<file path="src/rtl/ouart_pkg.sv">
// Shared types and constants for the oversampled UART transceiver.
// Depends on nothing; imported by the top level and its port checker.
package ouart_pkg;

  // Request kinds carried on in_tuser.
  typedef enum logic [1:0] {
    CMD_TICK  = 2'd0,
    CMD_WRITE = 2'd1,
    CMD_START = 2'd2,
    CMD_POP   = 2'd3
  } cmd_t;

  // Receiver modes.
  typedef enum logic [1:0] {
    RX_HUNT = 2'd0,
    RX_DATA = 2'd1,
    RX_STOP = 2'd2
  } rx_mode_t;

  localparam int RING_DEPTH_DEF = 32;
  localparam int SEND_DEPTH_DEF = 32;

  localparam logic [2:0] PHASE_START = 3'd5;
  localparam logic [2:0] PHASE_BIT   = 3'd3;
  localparam logic [2:0] PHASE_RESET = 3'd2;

  localparam logic [3:0] DATA_BITS      = 4'd8;
  localparam logic [3:0] SLOT_LAST_DATA = 4'd8;
  localparam logic [3:0] SLOT_LAST_STOP = 4'd10;

  localparam logic [7:0] SPACE_CHAR = 8'h20;

endpackage

</file>
<file path="src/rtl/oversampled_uart_transceiver.sv">
// Top level of the oversampled UART transceiver: transmitter, receiver,
// send store, receive ring and the result register. Depends on ouart_pkg.

// Every request completes in the cycle it is accepted, so the block takes one
// request per clock: in_tready stays high out of reset unless the result
// register holds a result that out_tready has not yet taken, and each result
// is registered. The transmitter sends 8 data bits LSB first framed by a start
// bit and two stop bits, then one idle slot, each slot lasting four tick
// requests unless the receiver, which shares the phase counter, reloads it to
// mid-bit on a low line while hunting; the receiver keeps a byte only if its
// stop sample is high. The send store holds SEND_DEPTH characters that read
// as spaces until written; its next character is fetched ahead into a register.
// Received bytes go into a ring of RING_DEPTH entries that holds at most
// RING_DEPTH-1 bytes and drops the oldest byte on overrun. The ring needs no
// clearing pass after reset, since only entries that were written are read.
module oversampled_uart_transceiver #(
  parameter int RING_DEPTH = ouart_pkg::RING_DEPTH_DEF,
  parameter int SEND_DEPTH = ouart_pkg::SEND_DEPTH_DEF
) (
  input  logic        clk,
  input  logic        rst_n,
  input  logic        in_tvalid,
  output logic        in_tready,
  // Fields from bit 0: rx_pin[0], tx_index[5:1], tx_byte[13:6], tx_count[19:14].
  input  logic [23:0] in_tdata,
  // Fields from bit 0: command[1:0].
  input  logic [1:0]  in_tuser,
  output logic        out_tvalid,
  input  logic        out_tready,
  // Fields from bit 0: tx_pin[0], rx_data[8:1], rx_valid[9], busy_res[10],
  // refused[11].
  output logic [15:0] out_tdata
);

  import ouart_pkg::*;

  localparam int SW = (SEND_DEPTH > 1) ? $clog2(SEND_DEPTH) : 1;
  localparam int LW = $clog2(SEND_DEPTH + 1);
  localparam int RW = $clog2(RING_DEPTH);
  localparam logic [8:0] SEND_DEPTH_W = 9'(SEND_DEPTH);

  // Request fields.
  cmd_t       cmd;
  logic       rx_pin;
  logic [4:0] tx_index;
  logic [7:0] tx_byte;
  logic [5:0] tx_count;
  logic       accept;

  assign cmd      = cmd_t'(in_tuser);
  assign rx_pin   = in_tdata[0];
  assign tx_index = in_tdata[5:1];
  assign tx_byte  = in_tdata[13:6];
  assign tx_count = in_tdata[19:14];

  // Transmitter state.
  logic          line_r, line_nxt;
  logic [LW-1:0] len_r, len_nxt;
  logic          sending_r, sending_nxt;
  logic [SW-1:0] pos_r, pos_nxt;
  logic [3:0]    slot_r, slot_nxt;
  logic [7:0]    tshift_r, tshift_nxt;

  // Receiver state.
  logic [2:0]    phase_r, phase_nxt;
  rx_mode_t      mode_r, mode_nxt;
  logic [7:0]    rshift_r, rshift_nxt;
  logic [3:0]    rbits_r, rbits_nxt;
  logic [RW-1:0] head_r, head_nxt;
  logic [RW-1:0] tail_r, tail_nxt;

  // Send store with per-entry written flags and a fetch-ahead register.
  logic [7:0]            st_mem [SEND_DEPTH];
  logic [SEND_DEPTH-1:0] vld_r;
  logic [7:0]            q_r;
  logic                  st_we;
  logic [SW-1:0]         st_waddr;

  // Receive ring.
  logic [7:0] ring_mem [RING_DEPTH];
  logic       ring_we;
  logic       ring_rd;

  // Result register.
  logic       out_valid_r;
  logic       out_line_r, out_line_nxt;
  logic       out_rvalid_r, out_rvalid_nxt;
  logic       out_busy_r, out_busy_nxt;
  logic       out_refused_r, out_refused_nxt;
  logic [7:0] rdata_r;

  function automatic logic [RW-1:0] ring_inc(input logic [RW-1:0] v);
    ring_inc = (v == RW'(RING_DEPTH - 1)) ? '0 : v + 1'b1;
  endfunction

  assign in_tready = rst_n && (!out_valid_r || out_tready);
  assign accept    = in_tvalid && in_tready;

  always_comb begin
    logic [8:0] idx9;
    logic [8:0] cnt9;
    logic [8:0] len9;
    logic [8:0] next9;
    logic [3:0] bits_inc;
    idx9     = {4'b0, tx_index};
    cnt9     = {3'b0, tx_count};
    len9     = (cnt9 > SEND_DEPTH_W) ? SEND_DEPTH_W : cnt9;
    next9    = 9'(pos_r) + 9'd1;
    bits_inc = 4'd0;

    line_nxt        = line_r;
    len_nxt         = len_r;
    sending_nxt     = sending_r;
    pos_nxt         = pos_r;
    slot_nxt        = slot_r;
    tshift_nxt      = tshift_r;
    phase_nxt       = phase_r;
    mode_nxt        = mode_r;
    rshift_nxt      = rshift_r;
    rbits_nxt       = rbits_r;
    head_nxt        = head_r;
    tail_nxt        = tail_r;
    st_we           = 1'b0;
    st_waddr        = idx9[SW-1:0];
    ring_we         = 1'b0;
    ring_rd         = 1'b0;
    out_rvalid_nxt  = 1'b0;
    out_refused_nxt = 1'b0;

    if (accept) begin
      case (cmd)
        CMD_TICK: begin
          // The transmitter acts on the phase left by the previous tick.
          if (phase_r == 3'd0) begin
            if (slot_r == 4'd0) begin
              if (sending_r) begin
                if (9'(pos_r) < 9'(len_r)) begin
                  line_nxt   = 1'b0;
                  tshift_nxt = q_r;
                end
                slot_nxt = 4'd1;
              end
            end else if (slot_r inside {[4'd1:SLOT_LAST_DATA]}) begin
              line_nxt   = tshift_r[0];
              tshift_nxt = {1'b0, tshift_r[7:1]};
              slot_nxt   = slot_r + 4'd1;
            end else if (slot_r <= SLOT_LAST_STOP) begin
              line_nxt = 1'b1;
              slot_nxt = slot_r + 4'd1;
            end else begin
              slot_nxt = 4'd0;
              if (next9 >= 9'(len_r)) begin
                sending_nxt = 1'b0;
                pos_nxt     = '0;
              end else begin
                pos_nxt = next9[SW-1:0];
              end
            end
          end

          // A low line while hunting starts a frame and recenters the phase.
          if (mode_r == RX_HUNT && !rx_pin) begin
            rbits_nxt = 4'd0;
            mode_nxt  = RX_DATA;
            phase_nxt = PHASE_START;
          end
          if (phase_nxt != 3'd0) begin
            phase_nxt = phase_nxt - 3'd1;
          end else begin
            phase_nxt = PHASE_BIT;
            case (mode_nxt)
              RX_DATA: begin
                bits_inc   = rbits_nxt + 4'd1;
                rshift_nxt = {rx_pin, rshift_r[7:1]};
                rbits_nxt  = bits_inc;
                if (bits_inc >= DATA_BITS) begin
                  mode_nxt = RX_STOP;
                end
              end
              RX_STOP: begin
                if (rx_pin) begin
                  ring_we  = 1'b1;
                  head_nxt = ring_inc(head_r);
                  if (ring_inc(head_r) == tail_r) begin
                    tail_nxt = ring_inc(tail_r);
                  end
                end
                mode_nxt = RX_HUNT;
              end
              default: ;
            endcase
          end
        end
        CMD_WRITE: begin
          if (sending_r) begin
            out_refused_nxt = 1'b1;
          end else if (idx9 < SEND_DEPTH_W) begin
            st_we = 1'b1;
          end
        end
        CMD_START: begin
          if (sending_r || tx_count == 6'd0) begin
            out_refused_nxt = 1'b1;
          end else begin
            len_nxt     = len9[LW-1:0];
            sending_nxt = 1'b1;
            pos_nxt     = '0;
            slot_nxt    = 4'd0;
          end
        end
        CMD_POP: begin
          if (head_r != tail_r) begin
            ring_rd        = 1'b1;
            out_rvalid_nxt = 1'b1;
            tail_nxt       = ring_inc(tail_r);
          end
        end
        default: ;
      endcase
    end

    out_line_nxt = line_nxt;
    out_busy_nxt = sending_nxt;
  end

  always_ff @(posedge clk) begin
    if (!rst_n) begin
      line_r        <= 1'b1;
      len_r         <= LW'(SEND_DEPTH);
      sending_r     <= 1'b0;
      pos_r         <= '0;
      slot_r        <= 4'd0;
      tshift_r      <= 8'd0;
      phase_r       <= PHASE_RESET;
      mode_r        <= RX_HUNT;
      rshift_r      <= 8'd0;
      rbits_r       <= 4'd0;
      head_r        <= '0;
      tail_r        <= '0;
      vld_r         <= '0;
      out_valid_r   <= 1'b0;
      out_line_r    <= 1'b1;
      out_rvalid_r  <= 1'b0;
      out_busy_r    <= 1'b0;
      out_refused_r <= 1'b0;
    end else begin
      line_r    <= line_nxt;
      len_r     <= len_nxt;
      sending_r <= sending_nxt;
      pos_r     <= pos_nxt;
      slot_r    <= slot_nxt;
      tshift_r  <= tshift_nxt;
      phase_r   <= phase_nxt;
      mode_r    <= mode_nxt;
      rshift_r  <= rshift_nxt;
      rbits_r   <= rbits_nxt;
      head_r    <= head_nxt;
      tail_r    <= tail_nxt;
      if (st_we) begin
        vld_r[st_waddr] <= 1'b1;
      end
      if (accept) begin
        out_valid_r   <= 1'b1;
        out_line_r    <= out_line_nxt;
        out_rvalid_r  <= out_rvalid_nxt;
        out_busy_r    <= out_busy_nxt;
        out_refused_r <= out_refused_nxt;
      end else if (out_tready) begin
        out_valid_r <= 1'b0;
      end
    end
  end

  // Send store: write port plus a fetch of the character at the next
  // position, with write bypass and spaces for entries never written.
  always_ff @(posedge clk) begin
    if (st_we) begin
      st_mem[st_waddr] <= tx_byte;
    end
    if (!rst_n) begin
      q_r <= SPACE_CHAR;
    end else if (st_we && st_waddr == pos_nxt) begin
      q_r <= tx_byte;
    end else if (vld_r[pos_nxt]) begin
      q_r <= st_mem[pos_nxt];
    end else begin
      q_r <= SPACE_CHAR;
    end
  end

  // Receive ring: push at the head, pop at the tail into the result register.
  always_ff @(posedge clk) begin
    if (ring_we) begin
      ring_mem[head_r] <= rshift_r;
    end
    if (ring_rd) begin
      rdata_r <= ring_mem[tail_r];
    end
  end

  assign out_tvalid = out_valid_r;
  assign out_tdata  = {4'b0, out_refused_r, out_busy_r, out_rvalid_r,
                       (out_rvalid_r ? rdata_r : 8'h00), out_line_r};

endmodule

</file>
<file path="config.mk">
export PLATFORM = sky130hd
export DESIGN_NAME = oversampled_uart_transceiver
export DESIGN_NICKNAME = d
export VERILOG_FILES = /design/src/rtl/ouart_pkg.sv /design/src/rtl/oversampled_uart_transceiver.sv
export SDC_FILE = /design/constraint.sdc
export NUM_CORES = 1
export LEC_CHECK = 0
export ABC_AREA = 1
export ABC_CLOCK_PERIOD_IN_PS = 6800
export BUFFER_PORTS_ARGS = -buffer_cell sky130_fd_sc_hd__buf_4
export CORE_MARGIN = 2
export CORE_UTILIZATION = 50
export CTS_CLUSTER_DIAMETER = 50
export DETAILED_ROUTE_END_ITERATION = 8
export PLACE_DENSITY_LB_ADDON = 0.3
export RECOVER_POWER = 100
export SKIP_LAST_GASP = 1
export SLEW_MARGIN = 30
export SYNTH_ARGS = -nofsm -noshare
export SYNTH_HDL_FRONTEND = slang
export SYNTH_SLANG_ARGS = --single-unit
</file>
<file path="constraint.sdc">
create_clock -name clk -period 6.8 [get_ports clk]
set_clock_uncertainty 0.15 [all_clocks]
set_input_delay 0.34 -clock clk [delete_from_list [all_inputs] [get_ports clk]]
set_output_delay 0.34 -clock clk [all_outputs]
set_load 0.1 [all_outputs]
</file>
After elaboration in Yosys (flattened, before gate mapping)

Memories as Yosys holds them, arrays and structs flattened. A register that Yosys moved wholly into a read port is not among the register bits.
Index checks and enable logic that the tools add are counted.

Muxes and demuxes: 86
Equality and inequality tests: 20
Shift operators: 0
Multipliers: 0
Bitwise logic cells: 3
Reduce and logical (&&, ||, !) cells: 27
Magnitude comparators: 10
Divide/modulo/power cells: 0
Add/sub/neg operators: 6

Operator list:

| cell                                                                  | number |
|---|---|
| 5-bit 2-to-1 mux                                                      | 14 |
| 8-bit 2-to-1 mux                                                      | 7 |
| 4-bit 2-to-1 mux                                                      | 11 |
| 1-bit 2-to-1 mux                                                      | 36 |
| 32-bit OR                                                             | 1 |
| 5-bit one-hot mux with 2 select lines                                 | 2 |
| 2-bit != test (second input constant)                                 | 8 |
| 5-bit by 6-bit < comparator with 1-bit output (second input constant) | 2 |
| 3-bit 2-to-1 mux                                                      | 4 |
| 5-bit by 1-bit adder with 5-bit output (second input constant)        | 2 |
| 5-bit == test                                                         | 2 |
| 5-bit == test (second input constant)                                 | 2 |
| 2-bit 2-to-1 mux                                                      | 5 |
| 5-bit AND reduction                                                   | 2 |
| 4-bit by 1-bit adder with 4-bit output (second input constant)        | 2 |
| 4-bit <= comparator (second input constant)                           | 2 |
| 4-bit one-hot mux with 2 select lines                                 | 1 |
| 2-bit nonzero test                                                    | 4 |
| 7-bit AND reduction                                                   | 1 |
| 5-bit by 1-bit adder with 6-bit output (second input constant)        | 1 |
| 2-bit == test (second input constant)                                 | 3 |
| 6-bit greater-or-equal comparator                                     | 1 |
| 6-bit > comparator (second input constant)                            | 1 |
| 1-bit logical AND                                                     | 6 |
| other kinds (26)                                                      | 32 |

Output and inout bits: 18
Word-level logic and storage cells: 173
Input bits: 30
ROM bits: 0
RAM bits: 512
Bits in registers: 97
Memories: 2
Bits in latches: 0

Memory list:

| name     | depth | bits a word | read ports | clocked after memory_dff | wr ports | RTL line                           | RTL |
|---|---|---|---|---|---|---|---|
| ring_mem | 32    | 8           | 1          | 1                        | 1        | oversampled_uart_transceiver.sv:80 | `logic [7:0] ring_mem [RING_DEPTH];` |
| st_mem   | 32    | 8           | 1          | 0                        | 1        | oversampled_uart_transceiver.sv:73 | `logic [7:0] st_mem [SEND_DEPTH];` |

Longest topological paths before layout

Gate-level depths: netlist (run 1).

Depth after elaboration: 13
Mapped depth: 24
Mapped depth without buffers: 23

Least setup slack after synthesis (run 1)

OpenSTA, ideal clock, no wires.

Path type: register to register
Start point: register out_valid_r, in the netlist out_tvalid
End point: memory ring_mem[31][0], enable pin
Setup slack: 3.610 ns
Setup time: 0.395 ns
Path buffers: 0
Data arrival time: 2.645 ns
Required time: 6.255 ns
Clock period less this slack: 3.190 ns
Cell stages (with the launch flop): 8
Path through: dfxtp_1 -> nand2_1 -> nand3_4 -> nor2_4 -> inv_2 -> nor2_1 -> inv_1 -> nor4_1

Longest elaborated chain between the ends: 7

RTL lines:

| element                                | RTL line                            | RTL |
|---|---|---|
| start, declared                        | oversampled_uart_transceiver.sv:85  | `logic out_valid_r;` |
| start signal, assigned                 | oversampled_uart_transceiver.sv:241 | `out_valid_r <= 1'b0;` |
| start signal, assigned                 | oversampled_uart_transceiver.sv:263 | `out_valid_r <= 1'b1;` |
| start signal, assigned                 | oversampled_uart_transceiver.sv:269 | `out_valid_r <= 1'b0;` |
| 1-bit logical NOT                      | oversampled_uart_transceiver.sv:96  | `assign in_tready = rst_n && (!out_valid_r \|\| out_tready);` |
| 1-bit logical OR                       | oversampled_uart_transceiver.sv:96  |  |
| 1-bit logical AND                      | oversampled_uart_transceiver.sv:96  |  |
| 1-bit logical AND                      | oversampled_uart_transceiver.sv:97  | `assign accept = in_tvalid && in_tready;` |
| 1-bit 2-to-1 mux                       | oversampled_uart_transceiver.sv:130 | `if (accept) begin` |
| 1-bit 2-to-1 mux                       | oversampled_uart_transceiver.sv:293 | `if (ring_we) begin` |
| 1-bit 2-to-1 mux (implied by the code) | oversampled_uart_transceiver.sv:294 | `ring_mem[head_r] <= rshift_r;` |
| end, declared                          | oversampled_uart_transceiver.sv:80  |  |

Every way passes these cells.

Final worst setup path (run 1)

Start point: input port rst_n
End point: register q_r[7]

Longest elaborated chain between the ends: 7
Elaborated cells between the ends (all ways): 11
Classes of those cells: 1 x eq/ne; 6 x mux; 3 x reduce/logical; 1 x memory

RTL lines:

| element                                   | RTL line                            | RTL |
|---|---|---|
| start, declared                           | oversampled_uart_transceiver.sv:21  | `input logic rst_n,` |
| 1-bit logical AND                         | oversampled_uart_transceiver.sv:96  |  |
| 1-bit logical AND                         | oversampled_uart_transceiver.sv:97  |  |
| 5-bit 2-to-1 mux                          | oversampled_uart_transceiver.sv:130 |  |
| 1-bit binary-select mux with 5-bit select | oversampled_uart_transceiver.sv:284 | `end else if (vld_r[pos_nxt]) begin` |
| 1-bit 2-to-1 mux (implied by the code)    | oversampled_uart_transceiver.sv:284 |  |
| 8-bit 2-to-1 mux                          | oversampled_uart_transceiver.sv:284 |  |
| 8-bit 2-to-1 mux                          | oversampled_uart_transceiver.sv:282 | `end else if (st_we && st_waddr == pos_nxt) begin` |
| end signal, assigned                      | oversampled_uart_transceiver.sv:283 | `q_r <= tx_byte;` |
| end signal, assigned                      | oversampled_uart_transceiver.sv:285 | `q_r <= st_mem[pos_nxt];` |
| end, declared                             | oversampled_uart_transceiver.sv:75  | `logic [7:0] q_r;` |

Several ways; a longest one is shown, not always the timed one. The select of a mux whose other input is x is not followed.
A chain may end at the register's enable or synchronous reset.

==> results.md, run 1 <==
- The run finished, with violations left.
- The final reports fail on capacitance limit, slew limit.
- The top cell family by delay on the critical path is simple AND/OR/NAND/NOR gates.
- The critical-path maximum fanout is 34.
- Before antenna repair, the detailed router went through 6 iterations.
- STA classifies the critical path endpoint as a flip-flop.
- Subtracting the final worst setup slack from the clock period gives 5.461 ns.
- The final critical path takes up 80.30% of the cycle.
- The number of buffers and inverters on the critical path is 4.
- The floorplan die width is 231.7 um.
- The peak supply drop is 245.8 uV.
- The count of clock tree sinks is 617.
- The remaining number of nets flagged by the antenna check after routing is 0.
- The number of max-slew violations in the final report is 449.
- The synthesized netlist contains 41 unique library cells.
- Port buffering added 39 buffers.
- The delay of the slowest cell on the worst path is 1.40 ns.
- The max capacitance violation total is 13.
- The post-detailed-route via-to-cell ratio is 5.671.
- Setup repair after global routing left no endpoint under its margin.
- The maximum number of pins on one net before global-route repair is 90.
- After synthesis, the mean cell area works out to 10.88 sq um.
- The sequential-to-total area share from yosys stat is 67.74%.
- For the worst-skew pair, the clock arrives at the later sink with an insertion delay of 0.60 ns.
- The wire length of the first global-routing pass is 94.82 mm.
- The critical path is of the in2reg type.
- After clock tree synthesis, the repair step resized 0 gates.
- TritonCTS built the clock tree.
- The leftover overflow at the end of global routing is 0.
- Pin placement for this block handled 48 I/O pins.
- The number of instances in the synthesized netlist is 2,382.
- The accumulated negative setup slack is 0 ns.
- The dominant register cell in the synthesized netlist is sky130_fd_sc_hd__edfxtp_1.
- Counting flops and latches in the post-synthesis netlist gives 617.
- The wire length per cell after detailed routing is 19.69 um.
- Counting cells, the worst reg-to-reg path comes to 8.
- The first-iteration detailed-routing DRC count is 1,875.
- The H-tree generated during clock tree synthesis spans 3 levels.
- The longest clock path from root to sink contains 3 buffers.
- For this design, the slowest cell found on the critical path is sky130_fd_sc_hd__nor2_1.
- Summing all non-filler instances in the final layout gives an area of 0.02885 sq mm.
- The clock-pin slew on the worst setup and hold paths is 0.06 ns.
- Detailed placement ended at an HPWL of 35.51 mm.
- In this run, synthesis inferred 520 flip-flops with an integrated enable.
- The standby leakage power is 9.499 nW.
- The hold violation total from the final report came to 0.
- The final route contains 17.70k vias.
- The worst slack on hold paths is 0.007698 ns.
- Counting stages on the worst path, the most repeated cell is sky130_fd_sc_hd__nand3_1.
- The congestion estimate from routability-driven global placement came to 0.8441.
- Relative to the synthesized area, the layout overhead comes to 11.34%.
- Data on the critical path is required at its endpoint by 7.08 ns.
- The number of CTS-inserted buffers is 68.
- The final layout contains routed wiring with a total length of 61.44 mm.
- Once placement finished, the instance area stood at 0.02661 sq mm.
- Setup violations remaining at the end of the flow were counted as 0.
- The worst hold path belongs to the class in2reg.
- The initial antenna violation count was 0.
- At the pin with the least slew margin, the transition time is 1.905 ns.
- The relative max-transition margin is -27.48%.
- The async set or reset register ratio after synthesis is 0%.
- The root buffer cell chosen for the clock tree is sky130_fd_sc_hd__clkbuf_16.
- The number of warning messages in the yosys log is 0.
- The number of global-route vias before repair is 16.92k.
- The post-synthesis instance area is 0.02592 sq mm.
- Traced cell by cell, the critical path runs through dlygate4sd3_1 -> clkbuf_1 -> nand3_4 -> a21oi_1 -> nand2_1 -> nand2_1 -> inv_1 -> nor2_1 -> buf_4 -> nand3_1 -> nand3_1 -> nand3_1 -> nand3_1 -> nand2_2 -> nand3_1 -> a21oi_1.
- Counting instances, the worst hold path has a depth of 4.
- Global routing used 22.93% of the available tracks.
- The fraction of layout cells with a size suffix above 1 is 6.109%.
- The remaining routing DRC violations is 0.
- The floorplan has 83 rows.
- The floorplan step defined a die boundary enclosing 0.05367 sq mm.
- For this design the ratio of total power to cell area is 272.6 mW/mm^2.
- The starting density of the core is 50.52%.
- The die outline height is 231.7 um.
- The critical path startpoint category is an input port.
- The critical path crosses 16 cells after its start point.
- Derived from the worst setup path, the maximum achievable clock frequency is 0.1831 GHz.
- The data arrival time at the worst-slack endpoint is 5.74 ns.
- After the last flow step, the layout net total stands at 2,446.
- After floorplanning, the core was sized to cover 0.05130 sq mm.
## logic make-up (layout without fill, tap and decap cells)
| group | Yosys count | in the layout | share of synthesized area, % |
|---|---|---|---|
| flops | 617 | 617 | 67.74 |
| simple gates | 1116 | 1116 | 18.54 |
| xor+xnor | 11 | 11 | 0.3718 |
| fa+ha+maj | 29 | 29 | 1.400 |
| compound gates | 339 | 339 | 7.416 |
| other cells | 1 | 5 | 0.01447 |
| buf+inv | 269 | 323 | 4.509 |
## cell usage in the layout (no fill, tap or decap), types with 5 or more instances in the layout
cell                            count
sky130_fd_sc_hd__bufinv_16          5
sky130_fd_sc_hd__nand3_1          360
sky130_fd_sc_hd__o221ai_1          26
sky130_fd_sc_hd__a31oi_1            7
sky130_fd_sc_hd__clkbuf_1          42
sky130_fd_sc_hd__nand2_1          366
sky130_fd_sc_hd__ha_1              29
sky130_fd_sc_hd__dlygate4sd3_1     17
sky130_fd_sc_hd__inv_2              5
sky130_fd_sc_hd__edfxtp_1         520
sky130_fd_sc_hd__clkbuf_16         71
sky130_fd_sc_hd__nor2_1           340
sky130_fd_sc_hd__nand3b_1          13
sky130_fd_sc_hd__inv_1            117
sky130_fd_sc_hd__nor3_1            10
sky130_fd_sc_hd__xor2_1             9
sky130_fd_sc_hd__dfxtp_1           95
sky130_fd_sc_hd__nand4_1           12
sky130_fd_sc_hd__o22ai_1           38
sky130_fd_sc_hd__buf_4             26
sky130_fd_sc_hd__a21oi_1           53
sky130_fd_sc_hd__o21ai_0          183
sky130_fd_sc_hd__clkinv_2           8
sky130_fd_sc_hd__clkinv_1          13
sky130_fd_sc_hd__o21ai_1            6
sky130_fd_sc_hd__o211ai_1          13
## timing repair
action,in CTS,in global routing
endpoints found under the hold margin,16,0
buffers inserted,0,0
hold buffers,17,0
## Yosys cell counts, drive strengths merged (12+ instances only)
| library cell | instances | share of area [%] |
|---|---|---|
| a21oi | 53 | 1.0 |
| nand4 | 12 | 0.29 |
| nor2 | 345 | 5.1 |
| edfxtp | 520 | 60 |
| nand3 | 362 | 7.1 |
| dfxtp | 97 | 7.5 |
| buf | 65 | 1.6 |
| inv | 124 | 1.8 |
| o221ai | 26 | 0.88 |
| o211ai | 13 | 0.38 |
| o22ai | 38 | 0.92 |
| clkbuf | 78 | 1.1 |
| o21ai | 191 | 3.7 |
| nand3b | 13 | 0.38 |
| nand2 | 370 | 5.4 |
| ha | 29 | 1.4 |
## area by class of cell
class,instances,area [sq um]
inverters,126,476.7
clock buffers,88,1871
multi-input cells,1499,7199
diodes,1,2.502
clock inverters,34,341.6
well taps,680,850.8
repair buffers,75,550.5
fillers,4287,22450
flip-flops and latches,617,17560
## flip-flops by register name (all words and copies together), names as in the netlist, 2 cells and up
name      cells
head_r        5
len_r         6
mode_r        2
phase_r       3
pos_r         5
q_r           8
rbits_r       4
rdata_r       8
ring_mem    256
rshift_r      8
slot_r        4
st_mem      256
tail_r        5
tshift_r      8
vld_r        32
## metal layers
| layer | part of all wire [%] | global-route usage (%) | vias to the layer above |
|---|---|---|---|
| li1 | - | - | 8410 |
| met1 | 40 | 29.24 | 8537 |
| met2 | 50 | 39.17 | 618 |
| met3 | 5.9 | 3.556 | 130 |
| met4 | 3.6 | 9.435 | 0 |
| met5 | 0 | 0 | - |
## worst paths after layout
kind / slack [ns] / to / startpoint
max: 1.34 / q_r[7] / rst_n
min: 0.008 / out_refused_r / in_tvalid
max reg2reg: 1.74 / rdata_r[1] / tail_r[0]
min reg2reg: 0.31 / len_r[2] / len_r[2]
## power by group
group          switching (W)  total [W]  internal [W]
Combinational       0.000136   0.000175     0.0000381
Clock                0.00146    0.00361       0.00214
Sequential        0.00000739    0.00409       0.00408
## metrics by stage
step	total power, W	instances	worst slack (ns)	utilization [%]
2_1_floorplan	0.004262	2385	3.610	-
3_3_place_gp	0.004330	2978	2.180	51.73
3_5_place_dp	0.004335	2980	2.180	51.86
4_1_cts	0.007913	3119	2.151	56.51
5_1_grt	0.008078	3119	0.9750	56.24
6_report	0.007865	3120	1.339	56.24
## worst min-delay path: cells and delay by family
| family | cells | cell delay (ns) |
|---|---|---|
| AND/OR/NAND/NOR | 3 | 0.28 |
| buffers and inverters | 1 | 0.09 |
No activity file was read; power rests on OpenSTA's default activity.
==> run 2: changes to the inputs <==
- ABC_CLOCK_PERIOD_IN_PS: 6800 -> 5200
- clock period: 6.8 -> 5.2 ns (I/O delays scaled with it)
==> run 2 against run 1 <==
Compared with the run above:
- via count up 1.6%
- largest cell class unchanged
- die area unchanged
- sequential share of layout area down 0.21 points
- first-iteration DRC count down 4.2%
- final cell count up 0.45%
- the flow still finishes with violations (capacitance limit, slew limit)
- non-clock buffer count up 17
- critical endpoint is now q_r[3]
==> results.md, run 2 (synthesis gave the netlist of run 1 again) <==
- The run finished, with violations left.
- The final reports fail on capacitance limit, slew limit.
- For this run, design rule violations remaining after detail routing come to 0.
- The slowest cell on the critical path is sky130_fd_sc_hd__nor2_1.
- The worst hold path terminates at out_refused_r.
- The number of CTS-inserted buffers is 68.
- Once detail routing completed, the nets flagged for antenna violations numbered 0.
- The worst min-delay path class is in2reg.
- Timing would allow up to 0.2348 GHz.
- The starting density of the core is 50.52%.
- The total half-perimeter wirelength after legalization and detailed placement is 35.50 mm.
- In this design, the stage delay of the slowest critical-path cell is 0.82 ns.
- After clock tree synthesis, the repair step resized 0 gates.
- The number of buffers and inverters on the critical path is 1.
- The initial antenna violation count is 0.
- The logic depth of the worst register-to-register path is 20.
- TritonCTS built the clock tree.
- Clock-pin slew was measured on the worst setup and hold paths at 0.06 ns.
- The total power divided by cell area is 354.5 mW/mm^2.
- The launch instance of the worst register-to-register path is pos_r[0].
- The final layout net count is 2,463.
- The register-to-register setup slack is 0.94 ns.
- The cell depth of the worst hold path is 5.
- The hold violation total from the final report is 0.
- The number of global-route vias before repair is 17.22k.
- The critical path startpoint category is a flip-flop.
- The highest metal layer with signal wires is met4.
- The number of optimization iterations in the first detailed-route pass is 6.
- Global routing finished with a remaining overflow of 0.
- Routability-driven placement finished with a final weighted congestion of 0.8423.
- Setup repair after global routing left no endpoint under its margin.
- Post-CTS timing repair inserted 0 buffers for setup.
- The maximum level of the CTS H-tree is 3.
- Registers take 0.01756 sq mm.
- The via count of the routed design is 17.98k.
- Compared with the post-synthesis result, the final layout area differs by 11.72%.
- The critical path is of the reg2reg type.
- In the final layout, the registers with the most flip-flops are ring_mem: 256 flops, st_mem: 256 flops, vld_r: 32 flops.
- The data arrival time at the worst-slack endpoint is 4.56 ns.
- The wire length per cell after detailed routing is 19.84 um.
- Timing analysis after detailed placement gives a worst setup slack of 1.251 ns.
- Global routing used 23.19% of the available tracks across all layers.
- The fill cell total of the finished layout is 4,262.
- The final layout contains routed wiring with a total length of 62.19 mm.
- In this run the most critical hold path is launched from in_tuser[1].
- The worst pin sits at a relative slew slack of -26.75%.
- The final critical path takes up 81.90% of the cycle.
- The first routing iteration left 1,797 violations.
- Input and output buffers added on the ports amount to 39.
- The area used by multi-input combinational logic is 0.007184 sq mm.
- 48 I/O pins were placed.
- In the layout the commonest cells are 520 x sky130_fd_sc_hd__edfxtp_1, 366 x sky130_fd_sc_hd__nand2_1, 361 x sky130_fd_sc_hd__nand3_1.
- In this run the horizontal extent of the chip is 231.7 um.
- Dividing the detail-routed via count by the number of cells gives 5.735.
- After layout, the worst setup slack is 0.9413 ns.
- For this block, wires on met1 add up to 24.89 mm.
- The buffer levels on the longest clock path is 3.
- CTS placed an instance of sky130_fd_sc_hd__clkbuf_16 at the clock tree root.
- The floorplan step defined a die boundary enclosing 0.05367 sq mm.
- The final-report setup violation count is 0.
- The critical-path maximum fanout is 38.
- The first global-routing pass estimated 95.67 mm of wire.
- The number of max-slew violations in the final report is 442.
- The actual transition at the worst max-transition pin is 1.901 ns.
- Entering global routing, the biggest net connects 132 pins.
- The max capacitance violation total is 11.
- The standby leakage power is 9.566 nW.
- Across the VDD grid, the largest voltage drop is 312.4 uV.
- The number of diodes added for antenna fixing is 0.
- The critical path runs through a total of 20 cells.
- Detailed routing placed a total of 3.975 mm of wire on met3.
- The clock drives 617 sinks.
- The accumulated negative setup slack is 0 ns.
- The die outline height is 231.7 um.
- The number of hold buffers added after CTS is 26.
- The most common cell after layout, fill and taps aside is sky130_fd_sc_hd__edfxtp_1.
- The signal on the critical path passes through ha_1 -> nand3_1 -> xor2_1 -> ha_1 -> nand2_1 -> nor2_1 -> nand2_1 -> nand2_1 -> nand2_1 -> nand2_1 -> nor2_2 -> nor2_1 -> buf_12 -> nand3_1 -> nand3_1 -> nand3_1 -> nand3_1 -> nand2_1 -> nand3_1 -> a21oi_1.
- The floorplan has 83 rows.
- In this run the critical register-to-register path is captured at q_r[3].
- The total area inside the core boundary comes to 0.05130 sq mm.
- The clock latency on the worst-skew pair is 0.60 ns.
- On the critical path the largest part of the delay comes from simple AND/OR/NAND/NOR gates.
- Once layout is complete, the utilization of the core stands at 56.44%.
- The time the worst path needs with I/O delays and setup is 4.259 ns.
- The worst setup path is captured at a flip-flop.
- Of the cells placed in the final design, the portion with a size suffix greater than 1 is 5.990%.
- The total met2 wirelength after detailed routing is 30.74 mm.
- STA puts the critical path data required time at 5.50 ns.
## run 2: cell types whose count changed in the layout (fill, tap and decap cells not counted), sizes merged, moves of 3 or more
| cell | previous run | this run |
|---|---|---|
| clkinv | 25 | 19 |
| clkbuf | 117 | 125 |
| clkinvlp | 3 | 0 |
| buf | 29 | 36 |
| dlygate4sd3 | 17 | 26 |
## run 2: cell type report
type	instances	area share, %
inverters	126	1.646
well taps	680	2.939
multi-input cells	1499	24.81
repair buffers	92	2.368
clock inverters	25	0.8470
clock buffers	95	6.733
flip-flops and latches	617	60.65
## run 2: worst reg2reg max path: stages (launching register included)
cell,delay (ns)
sky130_fd_sc_hd__dfxtp_1,0.45
sky130_fd_sc_hd__ha_1,0.23
sky130_fd_sc_hd__nand3_1,0.09
sky130_fd_sc_hd__xor2_1,0.17
sky130_fd_sc_hd__ha_1,0.27
sky130_fd_sc_hd__nand2_1,0.06
sky130_fd_sc_hd__nor2_1,0.11
sky130_fd_sc_hd__nand2_1,0.08
sky130_fd_sc_hd__nand2_1,0.07
sky130_fd_sc_hd__nand2_1,0.08
sky130_fd_sc_hd__nand2_1,0.15
sky130_fd_sc_hd__nor2_2,0.06
sky130_fd_sc_hd__nor2_1,0.82
sky130_fd_sc_hd__buf_12,0.33
sky130_fd_sc_hd__nand3_1,0.14
sky130_fd_sc_hd__nand3_1,0.10
sky130_fd_sc_hd__nand3_1,0.17
sky130_fd_sc_hd__nand3_1,0.18
sky130_fd_sc_hd__nand2_1,0.18
sky130_fd_sc_hd__nand3_1,0.14
sky130_fd_sc_hd__a21oi_1,0.08
## run 2: where the power goes
| part | internal (W) | total [W] | leakage, nW | switching, W |
|---|---|---|---|---|
| Clock | 0.00282 | 0.00469 | 1.07 | 0.00187 |
| Sequential | 0.00533 | 0.00534 | 4.98 | 0.00000947 |
| Combinational | 0.0000538 | 0.000234 | 3.52 | 0.000180 |
| Total | 0.00821 | 0.0103 | 9.57 | 0.00206 |
## run 2: layer usage
| metal | track usage [%] | vias to the layer above |
|---|---|---|
| met3 | 3.617 | 146 |
| met1 | 29.42 | 8704 |
| met4 | 10.44 | 0 |
| met2 | 39.39 | 693 |
| met5 | 0 | - |
| li1 | - | 8432 |
## run 2: through the flow
stage	area (sq um)	cells	hold slack, ns	power [W]
after floorplan	25930	2385	0.2089	0.005573
after global placement	26640	2988	0.2996	0.005662
after detailed placement	26650	2988	0.3110	0.005669
after CTS	29110	3134	0.03484	0.01032
after global routing	28950	3134	0.05128	0.01057
final	28950	3134	0.04636	0.01026
## run 2: how the worst max path moves through the flow
stage	from	to	slack, ns
5_1_grt	rst_n	q_r[7]	0.60
3_3_place_gp	pos_r[0]	q_r[2]	1.18
2_1_floorplan	out_tvalid	ring_mem[31][0]	2.01
3_5_place_dp	pos_r[0]	q_r[2]	1.25
4_1_cts	pos_r[0]	q_r[2]	1.25
6_report	pos_r[0]	q_r[3]	0.94
==> run 3: changes to the inputs <==
- ABC_CLOCK_PERIOD_IN_PS: 5200 -> 4250
- clock period: 5.2 -> 4.25 ns (I/O delays scaled with it)
==> run 3 against run 2 <==
Compared with the run above:
- the run still ends with capacitance limit, slew limit left
- critical path depth down 1
- clock-buffer cell count is 4 lower
- die area unchanged
- final cell count increased by 1.1%
- total power increased by 22%
- register-to-register slack got worse by 0.55 ns
- sequential power grew 22%
- first-iteration DRC count is 3.5% lower
- final area increased by 0.66%
- critical path type unchanged
- critical endpoint is now q_r[1]
==> results.md, run 3 (synthesis gave the netlist of run 1 again) <==
- After legalization and detailed placement, the total HPWL measured 36.03 mm.
- The maximum level of the CTS H-tree is 3.
- Measured along the x axis, the die boundary spans 231.7 um.
- The most common cell after layout, fill and taps aside is sky130_fd_sc_hd__edfxtp_1.
- The die covers 0.05367 sq mm.
- The I/O pin count is 48.
- The flow ran to the end, but the final reports show violations.
- The worst path uses 90.84% of the clock period.
- The clock network accounts for 45.7% of the total power.
- The critical-path maximum fanout is 154.
- The count of cells in the finished layout, fillers not included, comes to 3,169.
- The die outline height is 231.7 um.
- The top cell types in the final layout, fill and taps aside, are 520 x sky130_fd_sc_hd__edfxtp_1, 365 x sky130_fd_sc_hd__nand2_1, 361 x sky130_fd_sc_hd__nand3_1.
- Once the clock tree was built, the setup fixing pass inserted 0 buffers.
- The relative max-transition margin is -29.82%.
- Setup violations remaining at the end of the flow were counted as 0.
- Wires add up to 61.65 mm.
- The number of optimization iterations in the first detailed-route pass is 5.
- The count of nets left with antenna violations once routing finished came out at 0.
- The buffer type at the clock tree root is sky130_fd_sc_hd__clkbuf_16.
- The wire length of the first global-routing pass is 96.17 mm.
- The clock net in this run drives a total of 617 sinks.
- The internal portion of the total power is 0.01002 W.
- The initialized floorplan defines 83 standard-cell rows.
- TritonCTS built the clock tree.
- In this run the register-to-register setup slack is 0.39 ns.
- For the worst setup path, the data arrival time is 4.16 ns.
- The number of global-route vias before repair was 17.41k.
- The layout overhead on the synthesized area is 12.46%.
- Setup repair after global routing left no endpoint under its margin.
- The clock-pin slew on the worst setup and hold paths is 0.06 ns.
- The actual transition at the worst max-transition pin is 1.947 ns.
- The final reports fail on capacitance limit, slew limit.
- The worst setup path is captured at a flip-flop.
- The accumulated negative setup slack is 0 ns.
- The max capacitance violation total is 11.
- The number of max-slew violations in the final report is 443.
- The number of instances in the placed design is 3,021.
- After global routing the overflow that remains totals 0.
- The number of hold buffers added after CTS is 28.
- The number of CTS-inserted buffers is 68.
- Summed over all cells, the static leakage comes to 9.650 nW.
- The starting density of the core is 50.52%.
- The first-iteration detailed-routing DRC count is 1,735.
- In this run, the combinational gates consume 2.3% of the power.
- After layout, the minimum clock period comes to 3.861 ns.
- Hold timing on the final database bottoms out at a slack of 0.07556 ns.
- No sink is reached through more buffers than the 3 on the longest clock path.
- Power spread over the standard cell area amounts to 431.2 mW/mm^2.
- After detailed routing, the average wire length per cell comes to 19.45 um.
- Once placement finished, the instance area stood at 0.02692 sq mm.
- The core footprint is 0.05130 sq mm.
- The worst setup path is launched from a flip-flop.
- The fraction of layout cells with a size suffix above 1 is 6.589%.
- The worst min-delay path class is in2reg.
- The clock latency on the worst-skew pair is 0.59 ns.
- The maximum number of pins on one net before global-route repair is 155.
- The largest registers in the layout are ring_mem: 256 flops, st_mem: 256 flops, vld_r: 32 flops.
- The sequential fraction of design power is 52.0%.
- The critical path in this run is classified as reg2reg.
- The peak supply drop is 370.5 uV.
- The total routing resource utilization after global routing is 23.14%.
- The count of input and output buffers is 39.
- Routability-driven placement finished with a final weighted congestion of 0.8507.
- The final layout net count is 2,498.
- The required arrival time at the worst endpoint is 4.55 ns.
- The hold violation total from the final report came to 0.
- The highest attainable clock frequency is 0.2590 GHz.
- The area of all placed cells without fillers is 0.02915 sq mm.
- The switching power as a share of total power is 20.26%.
- The net switching power is 0.002547 W.
- In this run, post-CTS repair resized a total of 0 instances.
- The fill cell total of the finished layout is 4,268.
- The initial antenna violation count was 0.
- The number of diodes added for antenna fixing is 0.
- The remaining routing DRC violations is 0.
- The via count of the routed design is 17.90k.
- Using the TritonRoute via totals, the vias-per-cell ratio works out to 5.648.
## run 3: cell count changes in the layout (fill, tap and decap cells not counted), moves of 3 or more
cell,delta
sky130_fd_sc_hd__clkbuf_1,+20
sky130_fd_sc_hd__clkbuf_2,+5
sky130_fd_sc_hd__clkbuf_8,+3
sky130_fd_sc_hd__inv_2,+3
## run 3: worst max-delay path, stage by stage, from the launching register on
cell,delay [ns]
sky130_fd_sc_hd__dfxtp_1,0.46
sky130_fd_sc_hd__ha_1,0.23
sky130_fd_sc_hd__nand3_1,0.09
sky130_fd_sc_hd__xor2_1,0.20
sky130_fd_sc_hd__ha_1,0.26
sky130_fd_sc_hd__nand2_1,0.08
sky130_fd_sc_hd__inv_1,0.05
sky130_fd_sc_hd__a21oi_1,0.19
sky130_fd_sc_hd__nand3_1,0.12
sky130_fd_sc_hd__nand2_1,0.09
sky130_fd_sc_hd__nand2_2,0.07
sky130_fd_sc_hd__nand2_4,0.08
sky130_fd_sc_hd__buf_12,0.42
sky130_fd_sc_hd__xor2_1,0.21
sky130_fd_sc_hd__nor2_1,0.16
sky130_fd_sc_hd__nand3_1,0.11
sky130_fd_sc_hd__nor2_2,0.27
sky130_fd_sc_hd__a21oi_1,0.08
sky130_fd_sc_hd__nand3_1,0.10
sky130_fd_sc_hd__a21oi_1,0.07
## run 3: cell type report
class | instances | area [sq um] | area share, %
Sequential cell | 617 | 17560 | 60.25
Multi-Input combinational cell | 1499 | 7194 | 24.68
Clock buffer | 91 | 1922 | 6.594
Timing Repair Buffer | 127 | 868.3 | 2.979
Tap cell | 680 | 850.8 | 2.919
Inverter | 126 | 474.2 | 1.627
Clock inverter | 29 | 276.5 | 0.9487
## run 3: worst paths after layout
kind                                   from        end  depth (start not counted)
worst max-delay path               pos_r[0]     q_r[1]                         19
worst min-delay path            in_tdata[4]     q_r[5]                          7
worst max register to register     pos_r[0]     q_r[1]                         19
worst min register to register    vld_r[26]  vld_r[26]                          2
## run 3: per-layer routing
layer	part of all wire [%]	GRT usage, %
met1	40	28.73
met2	50	39.71
met3	6.1	3.912
met4	4.2	10.54
met5	0	0
## run 3: power groups by stage
stage	Clock [W]	Combinational, W	Sequential, W
detailed placement	0	0.000277	0.00666
global route	0.00607	0.000315	0.00653
global placement	0	0.000269	0.00666
floorplan	0	0.000158	0.00666
finish	0.00574	0.000289	0.00654
CTS	0.00582	0.000296	0.00653
## run 3: metrics by stage
| stage | worst slack, ns | power [W] | util, % |
|---|---|---|---|
| after floorplan | 1.060 | 0.006819 | - |
| after global placement | 0.5245 | 0.006928 | 52.45 |
| after detailed placement | 0.5329 | 0.006937 | 52.47 |
| after CTS | 0.5101 | 0.01265 | 57.30 |
| after global routing | 0.07401 | 0.01291 | 56.81 |
| final | 0.3892 | 0.01257 | 56.81 |
